[config.mk]
export PLATFORM = sky130hd
export DESIGN_NAME = kufe_front
export DESIGN_NICKNAME = d
export VERILOG_FILES = /design/src/rtl/core/kufe_pkg.sv /design/src/rtl/core/kufe_front.sv
export SDC_FILE = /design/constraint.sdc
export NUM_CORES = 1
export LEC_CHECK = 0
export ABC_AREA = 1
export BUFFER_PORTS_ARGS = -buffer_cell sky130_fd_sc_hd__buf_2
export CAP_MARGIN = 5
export CORE_ASPECT_RATIO = 1.5
export CORE_UTILIZATION = 50
export DETAILED_ROUTE_END_ITERATION = 10
export GPL_ROUTABILITY_DRIVEN = 0
export PLACE_DENSITY = 0.83
export SLEW_MARGIN = 20
export SYNTH_ARGS = -nofsm -noshare
export SYNTH_HDL_FRONTEND = slang
export SYNTH_SLANG_ARGS = --single-unit
[constraint.sdc]
create_clock -name clk -period 4.5 [get_ports clk]
set_input_delay 0.675 -clock clk [delete_from_list [all_inputs] [get_ports clk]]
set_output_delay 0.675 -clock clk [all_outputs]
set_load 0.05 [all_outputs]
[src/rtl/core/kufe_pkg.sv]
// Package: shared types and constants for the union-find spanning tree engine.
package kufe_pkg;

  localparam int MaxNodes = 1024;
  localparam int NodeW = $clog2(MaxNodes);
  localparam int CountW = NodeW + 1;
  localparam int LenW = 34;
  localparam int SqW = 31;
  localparam int RadW = SqW + 16 + 1;
  localparam int RootW = 24;
  localparam logic [CountW-1:0] NodeCountReset = CountW'(MaxNodes);

  typedef struct packed {
    logic            first_edge;
    logic [NodeW-1:0] node_a;
    logic [NodeW-1:0] node_b;
    logic [SqW-1:0]  squared_length;
  } in_word_t;

  typedef struct packed {
    logic              accepted;
    logic [CountW-1:0] components_left;
    logic [LenW-1:0]   total_length;
    logic              finished;
  } out_word_t;

  // classified command from front to back
  typedef struct packed {
    logic              clear;
    logic [NodeW-1:0]  node_a;
    logic [NodeW-1:0]  node_b;
    logic              a_ok;
    logic              b_ok;
    logic [CountW-1:0] n_eff;
    logic [SqW-1:0]    sq;
  } cmd_t;

endpackage

[src/rtl/core/kufe_front.sv]
// Front end: clamps the node count, range-checks endpoints and queues commands.
module kufe_front
  import kufe_pkg::*;
(
  input  logic              clk,
  input  logic              rst_n,
  input  logic [CountW-1:0] node_count,
  input  logic              in_valid,
  output logic              in_ready,
  input  in_word_t          in_data,
  output logic              cmd_valid,
  input  logic              cmd_ready,
  output cmd_t              cmd
);

  cmd_t q_r [2];
  logic [1:0] cnt_r, cnt_nxt;
  logic wp_r, rp_r;
  logic [CountW-1:0] n_eff;
  cmd_t c;
  logic push, pop;

  always_comb begin
    n_eff = node_count;
    if (node_count < CountW'(2)) n_eff = CountW'(2);
    if (node_count > CountW'(MaxNodes)) n_eff = CountW'(MaxNodes);
    c.clear = in_data.first_edge;
    c.node_a = in_data.node_a;
    c.node_b = in_data.node_b;
    c.a_ok = {1'b0, in_data.node_a} < n_eff;
    c.b_ok = {1'b0, in_data.node_b} < n_eff;
    c.n_eff = n_eff;
    c.sq = in_data.squared_length;
  end

  assign in_ready = cnt_r != 2'd2;
  assign push = in_valid && in_ready;
  assign cmd_valid = cnt_r != 2'd0;
  assign pop = cmd_valid && cmd_ready;
  assign cmd = q_r[rp_r];

  always_comb begin
    cnt_nxt = cnt_r;
    if (push && !pop) cnt_nxt = cnt_r + 2'd1;
    if (pop && !push) cnt_nxt = cnt_r - 2'd1;
  end

  always_ff @(posedge clk) begin
    if (!rst_n) begin
      cnt_r <= '0;
      wp_r <= 1'b0;
      rp_r <= 1'b0;
    end else begin
      cnt_r <= cnt_nxt;
      if (push) wp_r <= ~wp_r;
      if (pop) rp_r <= ~rp_r;
    end
    if (push) q_r[wp_r] <= c;
  end

endmodule

==> impl_metrics.env <==
export IMPL_status="complete, no violations"
export IMPL_first_pass_iters=4
export IMPL_top_layer="met4"
export IMPL_n_fill_cell=769
export IMPL_synth_seq_area_share=0.732
export IMPL_yosysUniqueCellTypes=22
export IMPL_start_kind="register"
export IMPL_hpwl_um=7300
export IMPL_diodes=0
export IMPL_drv_slew=0
export IMPL_worstMarginPinSlew_ps=947
export IMPL_ir_drop_uv=287
export IMPL_die_x_um=87.4
export IMPL_finClkSkew_ps=7.80
export IMPL_finalCritPeriodShare=0.627
export IMPL_wl_met1_um=4000
export IMPL_hold_violations=0
export IMPL_met3WireLength_um=509
export IMPL_routed_wl_um=10800
export IMPL_cp_slowest_cell="dfxtp_4"
export IMPL_portBuffers=133
export IMPL_arrival_ps=2150
export IMPL_overflow=0
export IMPL_critPathMaxStageDelay_ps=740
export IMPL_final_nets=556
export IMPL_grt_max_degree=66
export IMPL_tns_ps=0
export IMPL_path_class="reg -> out"
export IMPL_start_util=0.516
export IMPL_htreeDepth=4
export IMPL_finalSetupViolations=0
export IMPL_post_cts_buffers=0
export IMPL_critPathTopFamily="flip-flops"
export IMPL_syn_nets=410
export IMPL_coreArea_um2=10600
export IMPL_multi_input_area_um2=1350
export IMPL_slew_headroom=0.367
export IMPL_path_buf_inv=2
export IMPL_ios=134
export IMPL_drt_iter0_markers=163
export IMPL_wl_per_cell_um=17.3
export IMPL_max_cap_violations=0
export IMPL_ant_nets=0
export IMPL_drive_gt1_frac=0.501
export IMPL_synth_area_um2=5470
export IMPL_rows=46
export IMPL_synth_seq_cells=135
export IMPL_power_leakage_nw=2.78
export IMPL_min_path_type="reg -> reg"
export IMPL_cts_root_buf="clkbuf_16"
export IMPL_syn2layout_area_growth_pct=27.9
export IMPL_grt_pass1_wl_um=15800
export IMPL_period_minus_slack_ps=2820
export IMPL_ys_warn_count=0
export IMPL_seq_area_um2=4010
export IMPL_met2WireLength_um=5810
export IMPL_viasPerCell=5.18
export IMPL_cts_buffer_depth=2
export IMPL_whs_ps=448
export IMPL_clk_pin_slew_worst_paths_ps=60
export IMPL_cts_hold_buf=0
export IMPL_postSynthAreaPerCell_um2=16.9
export IMPL_clk_latency_ps=400
export IMPL_postSynthCellCount=324
export IMPL_numCtsBuffers=17
export IMPL_grt_pass1_vias=3266
export IMPL_rsz0062_at_grt="no"
export IMPL_crit_path_max_fanout=47
export IMPL_vias=3246
export IMPL_pwr_density_cell_nw_per_um2=597
export IMPL_cts_resized=0
export IMPL_die_h_um=130
export IMPL_antenna_found_initial=0
export IMPL_cp_data_required_time_ps=3830
export IMPL_cts_tree="built"
export IMPL_clock_sinks=135
export IMPL_fmax_ghz=0.354
export IMPL_fp_dieArea_um2=11400
export IMPL_crit_chain="buf_4 > mux2_2 > buf_2"
export IMPL_endpoint_kind="output pin"
export IMPL_route_detailed_drc=0
export IMPL_track_usage=0.195
[cell usage after synthesis]
cell type    n  share of area
a21o_1       2         0.0027
a21o_2       1         0.0016
a21oi_1     15          0.014
a21oi_2      2         0.0032
and2_2       1         0.0014
buf_2        8         0.0073
buf_6        1         0.0021
dfxtp_1      5          0.018
edfxtp_1   130           0.71
ha_1        19          0.043
inv_1       21          0.014
mux2_2      65           0.13
nand2_1     27          0.019
nand2_2      1         0.0011
nand3_1      1        0.00091
nand3_2      1         0.0018
nand4_1      2         0.0023
nor2_1      11         0.0076
nor3_1       2         0.0018
o21a_1       2         0.0027
o21ai_0      5         0.0046
o22ai_1      2         0.0023
[path summary, 6_finish.rpt]
check / cells past startpoint / from / to / slack [ps]
setup / recovery: 3 / register / cmd[10] / 1680
hold / removal: 1 / rp_r / register / 450
setup reg to reg: 5 / cnt_r[0] / q_r[0][1] / 2370
hold reg to reg: 1 / rp_r / register / 450
[layout make-up]
cell class                      count  area share
Clock buffer                       17      0.0609
Clock inverter                     15      0.0356
Inverter                           21      0.0113
Multi-Input combinational cell    159       0.193
Sequential cell                   135       0.573
Tap cell                          144      0.0258
Timing Repair Buffer              136       0.100
[sequential cells by signal (all words and copies together), names as in the netlist, named ones only]
signal	flops
q_r	130
wp_r	1
rp_r	1
cnt_r	2
[power breakdown]
group / switching (W) / internal [W] / total, W
logic: 0.000729 / 0.000284 / 0.00101
registers: 0.0000718 / 0.00154 / 0.00161
clock network: 0.000507 / 0.00104 / 0.00155
total: 0.00131 / 0.00287 / 0.00418
[worst register-to-register path, delay by kind of cell, from the launching register on]
kind          cells  cell delay, ps
buf+inv           2             410
flops             1             350
simple gates      3            1030
[metrics by stage]
stage          instances  setup slack, ps  cell area (µm²)   util  total power [W]
2_1_floorplan        324              307             5470      -          0.00242
3_3_place_gp         595             1790             6310  0.596          0.00262
3_5_place_dp         595             1710             6310  0.596          0.00265
4_1_cts              627             1260             6990  0.660          0.00421
5_1_grt              627             1560             6990  0.660          0.00431
6_report             627             1680             6990  0.660          0.00418
[cell families after synthesis]
| logic type | synth area share |
|---|---|
| AOI/OAI and AO/OA | 0.0309 |
| adders and majority gates | 0.0435 |
| buffers and inverters | 0.0238 |
| DFF | 0.732 |
| muxes | 0.134 |
| and+or+nand+nor | 0.0355 |
[layout by cell type, fill, tap and decap left out, types with 3 or more instances in the layout]
cell       netlist  routed
ha_1            19      19
mux2_2          65      65
a21oi_1         15      15
dfxtp_1          5       4
clkbuf_16        0      17
nor2_1          11       9
bufinv_16        0       6
buf_2            8     133
o21ai_0          5       5
nand2_1         27      27
inv_1           21      21
edfxtp_1       130     130
clkinv_4         0       3
[per-layer routing]
metal | vias up | track usage
met1 | 1575 | 0.212
met5 | - | 0
met3 | 28 | 0.0538
met2 | 126 | 0.329
met4 | 0 | 0.134
li1 | 1517 | -
Note: power is estimated with default switching activity, not from simulation.
